### src/rtl/ultrasonic_echo_ranger_filter_macros.svh
// Assertion macros for the ultrasonic echo ranger filter.
// Expects signals named clock and reset in the scope that uses them.
`ifndef ULTRASONIC_ECHO_RANGER_FILTER_MACROS_SVH
`define ULTRASONIC_ECHO_RANGER_FILTER_MACROS_SVH

// same-cycle implication
`define UERF_ASSERT_NOW(label, ante, cons) \
   label: assert property (@(posedge clock) disable iff (reset) (ante) |-> (cons)) \
      else $error("ranger filter check failed");

// next-cycle implication
`define UERF_ASSERT_NEXT(label, ante, cons) \
   label: assert property (@(posedge clock) disable iff (reset) (ante) |=> (cons)) \
      else $error("ranger filter check failed");

`endif

### src/rtl/uerf_pkg.sv
// Types and constants shared by the ultrasonic echo ranger filter.
// No dependencies.
package uerf_pkg;

   localparam int DIST_W     = 13;  // distance in 1/16 cm
   localparam int TICK_W     = 24;  // tick counter
   localparam int LIMIT_W    = 15;  // fall limit, at most 30058 ticks
   localparam int PROD_W     = 25;  // tick count times RAW_STEP while high
   localparam int RANGE_W    = 9;   // range registers in cm
   localparam int CSR_IDX_W  = 2;
   localparam int CSR_DATA_W = 24;

   // width to distance: (ticks * 1114) >> 12
   localparam logic [PROD_W-1:0] RAW_STEP  = 25'd1114;
   localparam int                RAW_SHIFT = 12;

   // fall limit = floor(range_cm * 58.8235) = (range_cm * FALL_RECIP) >> FALL_SHIFT,
   // exact for every 9-bit range
   localparam int                FALL_PROD_W = 35;
   localparam logic [25:0]       FALL_RECIP  = 26'd61680911;
   localparam int                FALL_SHIFT  = 20;

   // register indexes
   localparam logic [CSR_IDX_W-1:0] CSR_MIN_RANGE = 2'd0;
   localparam logic [CSR_IDX_W-1:0] CSR_MAX_RANGE = 2'd1;
   localparam logic [CSR_IDX_W-1:0] CSR_NO_ECHO   = 2'd2;

   // reset values
   localparam logic [RANGE_W-1:0] MIN_RANGE_RST = 9'd3;
   localparam logic [LIMIT_W-1:0] FALL_LIMIT_RST = 15'd23529;  // 400 cm
   localparam logic [TICK_W-1:0]  NO_ECHO_RST   = 24'd30000;

   // request command codes
   localparam logic CMD_TICK  = 1'b0;
   localparam logic CMD_START = 1'b1;

   typedef struct packed {
      logic cmd;
      logic echo_level;
   } req_type;

   typedef struct packed {
      logic [DIST_W-1:0] filtered_distance;
      logic [DIST_W-1:0] raw_distance;
      logic              timed_out;
      logic              filter_ready;
   } rsp_type;

endpackage

### src/rtl/uerf_ram.sv
// Generic single-clock RAM: one write port, one read port, registered read.
// No dependencies.
module uerf_ram #(
   parameter int WIDTH = 13,
   parameter int DEPTH = 8
) (
   input  logic                     clock,
   input  logic                     wr_en,
   input  logic [$clog2(DEPTH)-1:0] wr_addr,
   input  logic [WIDTH-1:0]         wr_data,
   input  logic [$clog2(DEPTH)-1:0] rd_addr,
   output logic [WIDTH-1:0]         rd_data
);

   logic [WIDTH-1:0] mem_ff [DEPTH];

   always_ff @(posedge clock) begin
      if (wr_en) begin
         mem_ff[wr_addr] <= wr_data;
      end
      rd_data <= mem_ff[rd_addr];
   end

endmodule

### src/rtl/ultrasonic_echo_ranger_filter.sv
// Ultrasonic echo ranger with moving-average filter. Each request is a 1 us tick
// carrying the echo pin level, or a start command (cmd = 1). After a start the
// block waits up to no_echo_ticks low ticks for the echo to rise (else it returns
// a timed_out result), then counts high ticks until the fall or until
// floor(58.8235 * max_range_cm) ticks. The width becomes (W * 1114) >> 12 in
// 1/16 cm, raised to min_range_cm * 16, and feeds a WINDOW-deep moving average.
// Rate: one request per clock while req_ready is high. A result is in the output
// register in the cycle after the request that ends a measurement. req_ready drops
// only while a result waits in the output register and rsp_ready is low. The sample
// ring lives in a RAM read ahead at the next ring pointer, so the oldest sample is
// already in the read register when a measurement ends. Results are only produced
// by ends two or more requests apart, so ring reads and writes never hit the same
// entry. The ring needs no clearing pass: it is read only after warm-up has written
// every entry. Register writes take effect on the next request.
// Depends on uerf_pkg, uerf_ram and the assertion macro header.
`include "ultrasonic_echo_ranger_filter_macros.svh"

module ultrasonic_echo_ranger_filter #(
   parameter int WINDOW = 8   // 2 to 64
) (
   input  logic                              clock,
   input  logic                              reset,
   // request channel
   input  logic                              req_valid,
   output logic                              req_ready,
   input  uerf_pkg::req_type                 req_data,
   // result channel
   output logic                              rsp_valid,
   input  logic                              rsp_ready,
   output uerf_pkg::rsp_type                 rsp_data,
   // register writes
   input  logic                              csr_write_en,
   input  logic [uerf_pkg::CSR_IDX_W-1:0]    csr_index,
   input  logic [uerf_pkg::CSR_DATA_W-1:0]   csr_wdata
);

   localparam int PTR_W  = $clog2(WINDOW);
   localparam int FILL_W = $clog2(WINDOW + 1);
   localparam int SUM_W  = uerf_pkg::DIST_W + $clog2(WINDOW);
   // sum / WINDOW as multiply by ceil(2^SH / WINDOW), exact for any SUM_W-bit sum
   localparam int AVG_SH = SUM_W + $clog2(WINDOW);
   localparam int AVG_W  = 2 * SUM_W + 1;
   localparam logic [AVG_SH:0] RECIP_FULL =
      (((AVG_SH + 1)'(1) << AVG_SH) + (AVG_SH + 1)'(WINDOW - 1)) / (AVG_SH + 1)'(WINDOW);
   localparam logic [SUM_W:0] AVG_RECIP = RECIP_FULL[SUM_W:0];

   typedef enum logic [1:0] {
      PH_IDLE,
      PH_WAIT,
      PH_HIGH
   } phase_type;

   // ---------------------------------------------------------------------
   // state
   // ---------------------------------------------------------------------
   phase_type                           phase_ff, phase_in;
   logic [uerf_pkg::TICK_W-1:0]         tick_ff, tick_in;
   logic [uerf_pkg::PROD_W-1:0]         prod_ff, prod_in;     // tick * 1114 while high
   logic [PTR_W-1:0]                    ptr_ff, ptr_in;
   logic [FILL_W-1:0]                   fill_count_ff, fill_count_in;
   logic [SUM_W-1:0]                    running_sum_ff, running_sum_in;

   // registers
   logic [uerf_pkg::RANGE_W-1:0]        min_range_ff, min_range_in;
   logic [uerf_pkg::LIMIT_W-1:0]        fall_limit_ff, fall_limit_in;
   logic [uerf_pkg::TICK_W-1:0]         no_echo_ff, no_echo_in;

   // output register
   logic                                rsp_valid_ff, rsp_valid_in;
   logic [uerf_pkg::DIST_W-1:0]         raw_ff, raw_in;
   logic                                timed_out_ff, timed_out_in;
   logic                                filter_ready_ff, filter_ready_in;

   // ring RAM
   logic                                ring_we;
   logic [uerf_pkg::DIST_W-1:0]         ring_oldest;

   logic                                accept;
   logic                                finish;
   logic                                timeout;
   logic [uerf_pkg::PROD_W-1:0]         prod_fin;
   logic [uerf_pkg::TICK_W-1:0]         tick_inc;
   logic [uerf_pkg::TICK_W-1:0]         limit_ext;
   logic [uerf_pkg::DIST_W-1:0]         raw_scaled;
   logic [uerf_pkg::DIST_W-1:0]         floor16;
   logic [uerf_pkg::DIST_W-1:0]         raw_dist;
   logic [uerf_pkg::FALL_PROD_W-1:0]    fall_product;
   logic [AVG_W-1:0]                    avg_product;

   assign req_ready = !rsp_valid_ff || rsp_ready;
   assign accept    = req_valid && req_ready;

   assign tick_inc   = tick_ff + uerf_pkg::TICK_W'(1);
   assign limit_ext  = uerf_pkg::TICK_W'(fall_limit_ff);
   assign floor16    = {min_range_ff, 4'd0};
   assign fall_product = uerf_pkg::FALL_PROD_W'(csr_wdata[uerf_pkg::RANGE_W-1:0])
                       * uerf_pkg::FALL_PROD_W'(uerf_pkg::FALL_RECIP);

   // ---------------------------------------------------------------------
   // register writes
   // ---------------------------------------------------------------------
   always_comb begin
      min_range_in  = min_range_ff;
      fall_limit_in = fall_limit_ff;
      no_echo_in    = no_echo_ff;
      if (csr_write_en) begin
         case (csr_index)
            uerf_pkg::CSR_MIN_RANGE: min_range_in = csr_wdata[uerf_pkg::RANGE_W-1:0];
            uerf_pkg::CSR_MAX_RANGE:
               fall_limit_in = fall_product[uerf_pkg::FALL_SHIFT +: uerf_pkg::LIMIT_W];
            uerf_pkg::CSR_NO_ECHO:   no_echo_in = csr_wdata;
            default: ;
         endcase
      end
   end

   // ---------------------------------------------------------------------
   // measurement sequencer
   // ---------------------------------------------------------------------
   always_comb begin
      phase_in = phase_ff;
      tick_in  = tick_ff;
      prod_in  = prod_ff;
      finish   = 1'b0;
      timeout  = 1'b0;
      prod_fin = prod_ff;
      if (accept) begin
         if (req_data.cmd == uerf_pkg::CMD_START) begin
            phase_in = PH_WAIT;
            tick_in  = '0;
            prod_in  = '0;
         end else begin
            case (phase_ff)
               PH_WAIT: begin
                  if (req_data.echo_level) begin
                     // rise tick is the first high tick
                     phase_in = PH_HIGH;
                     tick_in  = uerf_pkg::TICK_W'(1);
                     prod_in  = uerf_pkg::RAW_STEP;
                     prod_fin = uerf_pkg::RAW_STEP;
                     finish   = (uerf_pkg::LIMIT_W'(1) >= fall_limit_ff);
                  end else if (tick_inc >= no_echo_ff) begin
                     timeout = 1'b1;
                  end else begin
                     tick_in = tick_inc;
                  end
               end
               PH_HIGH: begin
                  if (!req_data.echo_level) begin
                     finish = 1'b1;
                  end else begin
                     tick_in  = tick_inc;
                     prod_in  = prod_ff + uerf_pkg::RAW_STEP;
                     prod_fin = prod_ff + uerf_pkg::RAW_STEP;
                     finish   = (tick_inc >= limit_ext);
                  end
               end
               default: ;
            endcase
         end
         if (finish || timeout) begin
            phase_in = PH_IDLE;
            tick_in  = '0;
            prod_in  = '0;
         end
      end
   end

   // ---------------------------------------------------------------------
   // filter update: read-modify-write of the ring entry at the pointer
   // ---------------------------------------------------------------------
   assign raw_scaled = prod_fin[uerf_pkg::PROD_W-1:uerf_pkg::RAW_SHIFT];
   assign raw_dist   = (raw_scaled < floor16) ? floor16 : raw_scaled;
   assign ring_we    = finish;

   always_comb begin
      ptr_in          = ptr_ff;
      fill_count_in   = fill_count_ff;
      running_sum_in  = running_sum_ff;
      filter_ready_in = filter_ready_ff;
      if (finish) begin
         if (fill_count_ff < FILL_W'(WINDOW)) begin
            // warm-up: store every sample
            running_sum_in  = running_sum_ff + SUM_W'(raw_dist);
            fill_count_in   = fill_count_ff + FILL_W'(1);
            filter_ready_in = 1'b0;
         end else begin
            running_sum_in  = running_sum_ff - SUM_W'(ring_oldest) + SUM_W'(raw_dist);
            filter_ready_in = 1'b1;
         end
         ptr_in = (ptr_ff == PTR_W'(WINDOW - 1)) ? '0 : ptr_ff + PTR_W'(1);
      end else if (timeout) begin
         filter_ready_in = 1'b0;
      end
   end

   uerf_ram #(
      .WIDTH (uerf_pkg::DIST_W),
      .DEPTH (WINDOW)
   ) u_ring (
      .clock   (clock),
      .wr_en   (ring_we),
      .wr_addr (ptr_ff),
      .wr_data (raw_dist),
      .rd_addr (ptr_in),     // read ahead: next oldest sample
      .rd_data (ring_oldest)
   );

   // ---------------------------------------------------------------------
   // output register
   // ---------------------------------------------------------------------
   always_comb begin
      rsp_valid_in = rsp_valid_ff;
      raw_in       = raw_ff;
      timed_out_in = timed_out_ff;
      if (finish || timeout) begin
         rsp_valid_in = 1'b1;
         raw_in       = timeout ? '0 : raw_dist;
         timed_out_in = timeout;
      end else if (rsp_ready) begin
         rsp_valid_in = 1'b0;
      end
   end

   // running sum holds still while a result waits, so the average is taken here
   assign avg_product = AVG_W'(running_sum_ff) * AVG_W'(AVG_RECIP);

   assign rsp_valid                  = rsp_valid_ff;
   assign rsp_data.raw_distance      = raw_ff;
   assign rsp_data.timed_out         = timed_out_ff;
   assign rsp_data.filter_ready      = filter_ready_ff;
   assign rsp_data.filtered_distance =
      filter_ready_ff ? avg_product[AVG_SH +: uerf_pkg::DIST_W] : '0;

   always_ff @(posedge clock) begin
      if (reset) begin
         phase_ff       <= PH_IDLE;
         tick_ff        <= '0;
         prod_ff        <= '0;
         ptr_ff         <= '0;
         fill_count_ff  <= '0;
         running_sum_ff <= '0;
         min_range_ff   <= uerf_pkg::MIN_RANGE_RST;
         fall_limit_ff  <= uerf_pkg::FALL_LIMIT_RST;
         no_echo_ff     <= uerf_pkg::NO_ECHO_RST;
         rsp_valid_ff   <= 1'b0;
      end else begin
         phase_ff       <= phase_in;
         tick_ff        <= tick_in;
         prod_ff        <= prod_in;
         ptr_ff         <= ptr_in;
         fill_count_ff  <= fill_count_in;
         running_sum_ff <= running_sum_in;
         min_range_ff   <= min_range_in;
         fall_limit_ff  <= fall_limit_in;
         no_echo_ff     <= no_echo_in;
         rsp_valid_ff   <= rsp_valid_in;
      end
      raw_ff          <= raw_in;
      timed_out_ff    <= timed_out_in;
      filter_ready_ff <= filter_ready_in;
   end

   // ---------------------------------------------------------------------
   // assertions
   // ---------------------------------------------------------------------
   `UERF_ASSERT_NOW(a_timeout_zero, rsp_valid_ff && timed_out_ff, (raw_ff == '0) && !filter_ready_ff && (rsp_data.filtered_distance == '0))
   `UERF_ASSERT_NOW(a_ready_full, rsp_valid_ff && filter_ready_ff, fill_count_ff == FILL_W'(WINDOW))
   `UERF_ASSERT_NOW(a_raw_floor, rsp_valid_ff && !timed_out_ff, raw_ff >= floor16)
   `UERF_ASSERT_NEXT(a_idle_silent, accept && (req_data.cmd == uerf_pkg::CMD_TICK) && (phase_ff == PH_IDLE), !rsp_valid_ff)

endmodule

### config.mk
export PLATFORM = sky130hd
export DESIGN_NAME = ultrasonic_echo_ranger_filter
export DESIGN_NICKNAME = d
export VERILOG_FILES = /design/src/rtl/uerf_pkg.sv /design/src/rtl/uerf_ram.sv /design/src/rtl/ultrasonic_echo_ranger_filter.sv
export VERILOG_INCLUDE_DIRS = /design/src /design/src/rtl
export SDC_FILE = /design/constraint.sdc
export NUM_CORES = 1
export LEC_CHECK = 0
export ABC_AREA = 1
export ABC_CLOCK_PERIOD_IN_PS = 5500
export BUFFER_PORTS_ARGS = -buffer_cell sky130_fd_sc_hd__clkbuf_2
export CAP_MARGIN = 10
export CORE_MARGIN = 2
export CORE_UTILIZATION = 40
export DETAILED_ROUTE_END_ITERATION = 16
export PLACE_DENSITY_LB_ADDON = 0.2
export SYNTH_ARGS = -nofsm -noshare
export SYNTH_HDL_FRONTEND = slang
export SYNTH_SLANG_ARGS = --single-unit
### constraint.sdc
create_clock -name clock -period 5.5 [get_ports clock]
set_clock_uncertainty 0.15 [all_clocks]
set_input_delay 0.825 -clock clock [delete_from_list [all_inputs] [get_ports clock]]
set_output_delay 0.825 -clock clock [all_outputs]
set_load 0.01 [all_outputs]
Word-level counts from Yosys, hierarchy flattened. Memories as Yosys holds them, arrays and structs flattened. A register that Yosys moved wholly into a read port is not among the register bits. Cells that the tools add are included.

Word-level logic and storage cells: 93. Memories: 1. Register bits after elaboration: 138. Input bits: 33. RAM bits: 104. Output and inout port bits: 30.

Memory list: u_ring.mem_ff (depth 8, width 13, rd ports 1, clocked after memory_dff 1, write ports 1, line uerf_ram.sv:15) `logic [WIDTH-1:0] mem_ff [DEPTH];`.

Add/subtract/negate cells: 7. $lt $le $gt $ge: 5. Multiplexer cells: 41. Equality and inequality tests: 7. Reductions and logical operators: 17. $mul: 2.

Operators with widths (number): 25-bit two-way mux (6); 24-bit two-way mux (5); 25-bit case mux with 2 select lines (1); 24-bit case mux with 2 select lines (1); 9-bit by 26-bit multiplier with 35-bit output (second input constant) (1); 16-bit by 13-bit adder with 16-bit output (2); 16-bit by 17-bit multiplier with 32-bit output (second input constant) (1); 13-bit two-way mux (2); 25-bit by 11-bit adder with 25-bit output (second input constant) (1); 24-bit by 1-bit adder with 24-bit output (second input constant) (1); 24-bit by 15-bit >= comparator with 1-bit output (1); 24-bit >= comparator (1); 1-bit two-way mux (18); 16-bit two-way mux (1); 16-bit by 13-bit subtractor with 16-bit output (1); 1-bit by 15-bit >= comparator with 1-bit output (first input constant) (1); 13-bit less-than comparator (1); 2-bit two-way mux (4); 2-bit AND reduction (4); 3-bit two-way mux (2); 3-bit nonzero test (2); 5-bit != test (second input constant) (1); 4-bit by 1-bit adder with 4-bit output (second input constant) (1); 2-bit by 1-bit == test with 1-bit output (second input constant) (2); other kinds (14) (18).

Longest topological paths before layout.
Word-level depth: 10. Mapped depth: 44. Gate-level depth less buffers: 43.

Hierarchy. From an unflattened synthesis, not the netlist that was laid out.

Cell total of the unflattened synthesis: 2510. Area, all modules: 18866.8 um^2.

Modules (own cells, without submodules): ultrasonic_echo_ranger_filter (cells each 2030, seq. area each 2892.8 um^2, instances 1, area each 13974.7 um^2); uerf_ram (cells each 480, seq. area each 3383.2 um^2, instances 1, area each 4892.2 um^2).

Least setup slack after synthesis. OpenSTA, ideal clock, no wires.

Kind: input to register. Start point: in req_data[0] (netlist bit). End point: reg running_sum_ff[12]. Setup slack: -385 ps. Required time: 5231 ps. Setup time: 119 ps. Data arrival time: 5616 ps. Path buffers: 2. Stages on the path: 29. Cell sequence: clkbuf_1 -> nand2_1 -> nand2_1 -> nand4_1 -> nor2_1 -> inv_1 -> o21ai_0 -> nand3_1 -> a21oi_1 -> nor2_1 -> inv_1 -> ha_1 -> nand2_1 -> nor2_1 -> a211oi_1 -> o221a_2 -> nand2_1 -> buf_2 -> nand2_1 -> fa_1 -> fa_1 -> o31ai_1 -> a21boi_0 -> o21ai_0 -> a21boi_0 -> o21ai_0 -> xor2_1 -> a211oi_1 -> nor2_1.

Word-level cells in the longest chain between the ends: 8. Elaborated cells on any way between the ends: 16. Classes of those cells: add/sub (2); order compare (1); mux (13).

RTL lines: start, declared (line ultrasonic_echo_ranger_filter.sv:26) `input uerf_pkg::req_type req_data,`; 25-bit two-way mux, on equally long branches; 25-bit case mux with 2 select lines (line ultrasonic_echo_ranger_filter.sv:133) `case (phase_ff)`; 25-bit two-way mux (line ultrasonic_echo_ranger_filter.sv:128) `if (req_data.cmd == uerf_pkg::CMD_START) begin`; 25-bit two-way mux (line ultrasonic_echo_ranger_filter.sv:127) `if (accept) begin`; 13-bit less-than comparator (line ultrasonic_echo_ranger_filter.sv:173) `assign raw_dist = (raw_scaled < floor16) ? floor16 : raw_scaled;`; 13-bit two-way mux (line ultrasonic_echo_ranger_filter.sv:173); 16-bit by 13-bit adder with 16-bit output, on equally long branches (line ultrasonic_echo_ranger_filter.sv:188, ultrasonic_echo_ranger_filter.sv:184); 16-bit two-way mux (line ultrasonic_echo_ranger_filter.sv:182) `if (fill_count_ff < FILL_W'(WINDOW)) begin`; end signal, assigned (line ultrasonic_echo_ranger_filter.sv:253) `running_sum_ff <= running_sum_in;`; end, declared (line ultrasonic_echo_ranger_filter.sv:61) `logic [SUM_W-1:0] running_sum_ff, running_sum_in;`.

Several ways; a longest one is shown, not always the timed one. The select of a mux whose other input is x is not followed. A chain may end at the register's enable or synchronous reset.

Final worst setup path.
Start point: reg prod_ff[2] (netlist bit). End point: reg running_sum_ff[11].

Word-level cells in the longest chain between the ends: 9. Elaborated cells on any way between the ends: 10. Classes of those cells: add/sub (3); order compare (1); mux (6).

RTL lines: start, declared (line ultrasonic_echo_ranger_filter.sv:58) `logic [uerf_pkg::PROD_W-1:0] prod_ff, prod_in;`; start signal, assigned (line ultrasonic_echo_ranger_filter.sv:250) `prod_ff <= prod_in;`; 25-bit by 11-bit adder with 25-bit output (*) (line ultrasonic_echo_ranger_filter.sv:154) `prod_fin = prod_ff + uerf_pkg::RAW_STEP;`; 25-bit two-way mux (*); 25-bit case mux with 2 select lines (*) (line ultrasonic_echo_ranger_filter.sv:133); 25-bit two-way mux (*) (line ultrasonic_echo_ranger_filter.sv:128); 25-bit two-way mux (*) (line ultrasonic_echo_ranger_filter.sv:127); 13-bit less-than comparator (line ultrasonic_echo_ranger_filter.sv:173); 13-bit two-way mux (*) (line ultrasonic_echo_ranger_filter.sv:173); 16-bit by 13-bit adder with 16-bit output, on equally long branches (line ultrasonic_echo_ranger_filter.sv:188, ultrasonic_echo_ranger_filter.sv:184); 16-bit two-way mux (*) (line ultrasonic_echo_ranger_filter.sv:182).

Mark *: on every way between the ends. The rest lies on a longest branch, timed or not.

==> results.sh <==
export IMPL_layout_commonest_cell="nand2_1"
export IMPL_hpwl_mm=41.7
export IMPL_numCtsBuffers=30
export IMPL_insertion_delay_ns=0.58
export IMPL_core_area_sq_mm=0.0466
export IMPL_yosysUniqueCellTypes=51
export IMPL_critical_path_class="reg2reg"
export IMPL_grt_max_degree=65
export IMPL_grt_pass1_wl_mm=90.0
export IMPL_finalCritPeriodShare=0.992
export IMPL_root_buffer="clkbuf_16"
export IMPL_nNetsFinal=2940
export IMPL_fillers=4557
export IMPL_setup_viol=0
export IMPL_critPathLaunchType="flip-flop"
export IMPL_mostFrequentLayoutCells="nand2_1, inv_1, nor2_1"
export IMPL_vias_per_cell=5.12
export IMPL_avgSynthCellArea_sq_um=7.64
export IMPL_fin_cells=3299
export IMPL_worst_path_max_fanout=7
export IMPL_worst_path_buf_inv=6
export IMPL_tightest_slew_ns=1.15
export IMPL_swShare=0.367
export IMPL_dr_total_vias=16904
export IMPL_crit_path_frequent_cell="nand2_1"
export IMPL_pin_count=63
export IMPL_rows=79
export IMPL_cp_slowest_cell="fa_1"
export IMPL_rsz0062_at_grt="true"
export IMPL_fmax_ghz=0.183
export IMPL_end_kind="flip-flop"
export IMPL_clkPwrFrac=0.291
export IMPL_cts_sinks=254
export IMPL_grt_antenna_before_repair=0
export IMPL_synth_seq_cells=254
export IMPL_crit_family="simple AND/OR/NAND/NOR gates"
export IMPL_min_from="no_echo_ff[7]"
export IMPL_finalPower_w=0.00711
export IMPL_htreeDepth=1
export IMPL_synthArstFlopShare=0
export IMPL_first_pass_iters=6
export IMPL_ant_nets=0
export IMPL_drive_gt1_frac=0.157
export IMPL_dp_cells=3227
export IMPL_track_usage=0.227
export IMPL_cts_max_path_buffers=3
export IMPL_wirelength_mm=56.1
export IMPL_clk_pin_slew_ns=0.06
export IMPL_synthCells=2471
export IMPL_hold_path_class="reg2reg"
export IMPL_start_util=0.405
export IMPL_n_antenna_cell=0
export IMPL_max_cap_viol_count=0
export IMPL_power_leakage_nw=10.8
export IMPL_min_period_ns=5.46
export IMPL_required_ns=5.78
export IMPL_area_growth_pct=18.7
export IMPL_drv_slew=0
export IMPL_switchingPower_w=0.00261
export IMPL_pwr_share_comb=0.409
export IMPL_synth_area_sq_mm=0.0189
export IMPL_die_h_um=221
export IMPL_relSlewSlack=0.231
export IMPL_drc=0
export IMPL_cts_tree="done"
export IMPL_synth_edf_count=119
export IMPL_hold_viol=0
export IMPL_peakVddDrop_mv=0.215
export IMPL_power_density_mw_per_mm2=317
export IMPL_synth_nets=2743
export IMPL_r2r_start="prod_ff[2]"
export IMPL_p_seq_frac=0.299
export IMPL_wl_per_cell_um=17.0
export IMPL_finish_utilization=0.481
export IMPL_gr_total_overflow=0
export IMPL_holdBufCountCts=0
export IMPL_die_area_sq_mm=0.0489
export IMPL_cpPeakStageDelay_ns=0.57
export IMPL_grt_pass1_vias=16624
export IMPL_gp_congestion=0.933
export IMPL_crit_path_start="prod_ff[2]"
export IMPL_status="completed"
export IMPL_ys_flop_type="dfxtp_1"
export IMPL_worstPathArrival_ns=5.74
export IMPL_portBuffers=62
export IMPL_die_x_um=221
export IMPL_seq_area_frac_synth=0.333
export IMPL_synth_warnings=0
export IMPL_drt_iter0_drc=1259
export IMPL_internal_power_w=0.00450
## worst reg2reg max path: cells and delay by family (launching register included)
kind / cells / cell delay, ns
AO/OA/AOI/OAI: 8 / 1.07
XOR/XNOR: 1 / 0.13
adder cells (fa/ha/maj): 4 / 1.29
buffers and inverters: 6 / 0.51
flip-flops: 1 / 0.33
AND/OR/NAND/NOR: 20 / 1.85
## Yosys cell counts (all sizes together), types with 23 or more instances
library cell / number / area share
nand2: 528 / 0.11
inv: 440 / 0.088
nor2: 192 / 0.040
nand3: 189 / 0.054
a21oi: 181 / 0.048
ha: 165 / 0.11
o21ai: 140 / 0.038
dfxtp: 135 / 0.14
edfxtp: 119 / 0.19
fa: 74 / 0.079
clkbuf: 49 / 0.0097
nand4: 36 / 0.012
buf: 34 / 0.012
o211ai: 31 / 0.012
nor3: 23 / 0.0061
xor2: 23 / 0.011
## cells by family after synthesis
family	Yosys count	synth area share
buffers and inverters	531	0.111
adder cells (fa/ha/maj)	239	0.188
flip-flops	254	0.333
XOR/XNOR	35	0.0162
AO/OA/AOI/OAI	416	0.124
AND/OR/NAND/NOR	996	0.229
## repair_timing
action / 4_1_cts / 5_1_grt
resized for setup: 10 / 98
setup buffers: 0 / 15
hold endpoints to repair: 0 / 0
pin swaps: 0 / 41
endpoints found under the setup margin: 7 / 12
cloned: 0 / 1
## flip-flops by register name, indices dropped and copies added, names as in the netlist, 2 cells and up
signal / cells
fall_limit_ff: 15
fill_count_ff: 4
min_range_ff: 9
no_echo_ff: 24
phase_ff: 2
prod_ff: 24
ptr_ff: 3
raw_ff: 13
running_sum_ff: 16
tick_ff: 24
u_ring.mem_ff: 104
u_ring.rd_data: 13
## worst paths after layout
path,depth (start not counted),endpoint,slack (ns)
max,39,running_sum_ff[11],0.04
min,2,no_echo_ff[7],0.32
min reg2reg,2,no_echo_ff[7],0.32
max reg2reg,39,running_sum_ff[11],0.04
## cell type report
cell class / instances / area, sq um / share of cell area
Clock buffer: 45 / 888 / 0.0397
Clock inverter: 11 / 133 / 0.00592
Inverter: 448 / 1680 / 0.0751
Multi-Input combinational cell: 1686 / 10900 / 0.487
Sequential cell: 254 / 6280 / 0.280
Tap cell: 607 / 759 / 0.0339
Timing Repair Buffer: 248 / 1740 / 0.0779
## per-stage QoR
step	worst slack (ns)	TNS [ns]	instance area, sq um	hold slack, ns
6_report	0.0449	0	22400	0.317
3_3_place_gp	-0.210	-1.19	20800	0.304
4_1_cts	0.00720	0	21900	0.304
3_5_place_dp	-0.380	-2.27	20800	0.309
2_1_floorplan	-0.0148	-0.0148	18900	0.285
5_1_grt	-0.300	-1.84	22400	0.321
## layer usage
metal | vias to the layer above | part of all wire | wire length (um) | GRT usage
met2 | 420 | 0.46 | 25900 | 0.374
met3 | 85 | 0.051 | 2850 | 0.0251
met4 | 0 | 0.025 | 1410 | 0.0587
met1 | 7940 | 0.46 | 25900 | 0.316
met5 | - | 0 | 0 | 0
li1 | 8459 | - | - | -
## power groups by stage
stage	logic [W]	clock network [W]	registers, W
global placement	0.00267	0	0.00216
CTS	0.00272	0.00211	0.00212
detailed placement	0.00269	0	0.00216
floorplan	0.00177	0	0.00215
finish	0.00291	0.00207	0.00213
global route	0.00326	0.00219	0.00213
No activity file was read; power rests on OpenSTA's default activity.
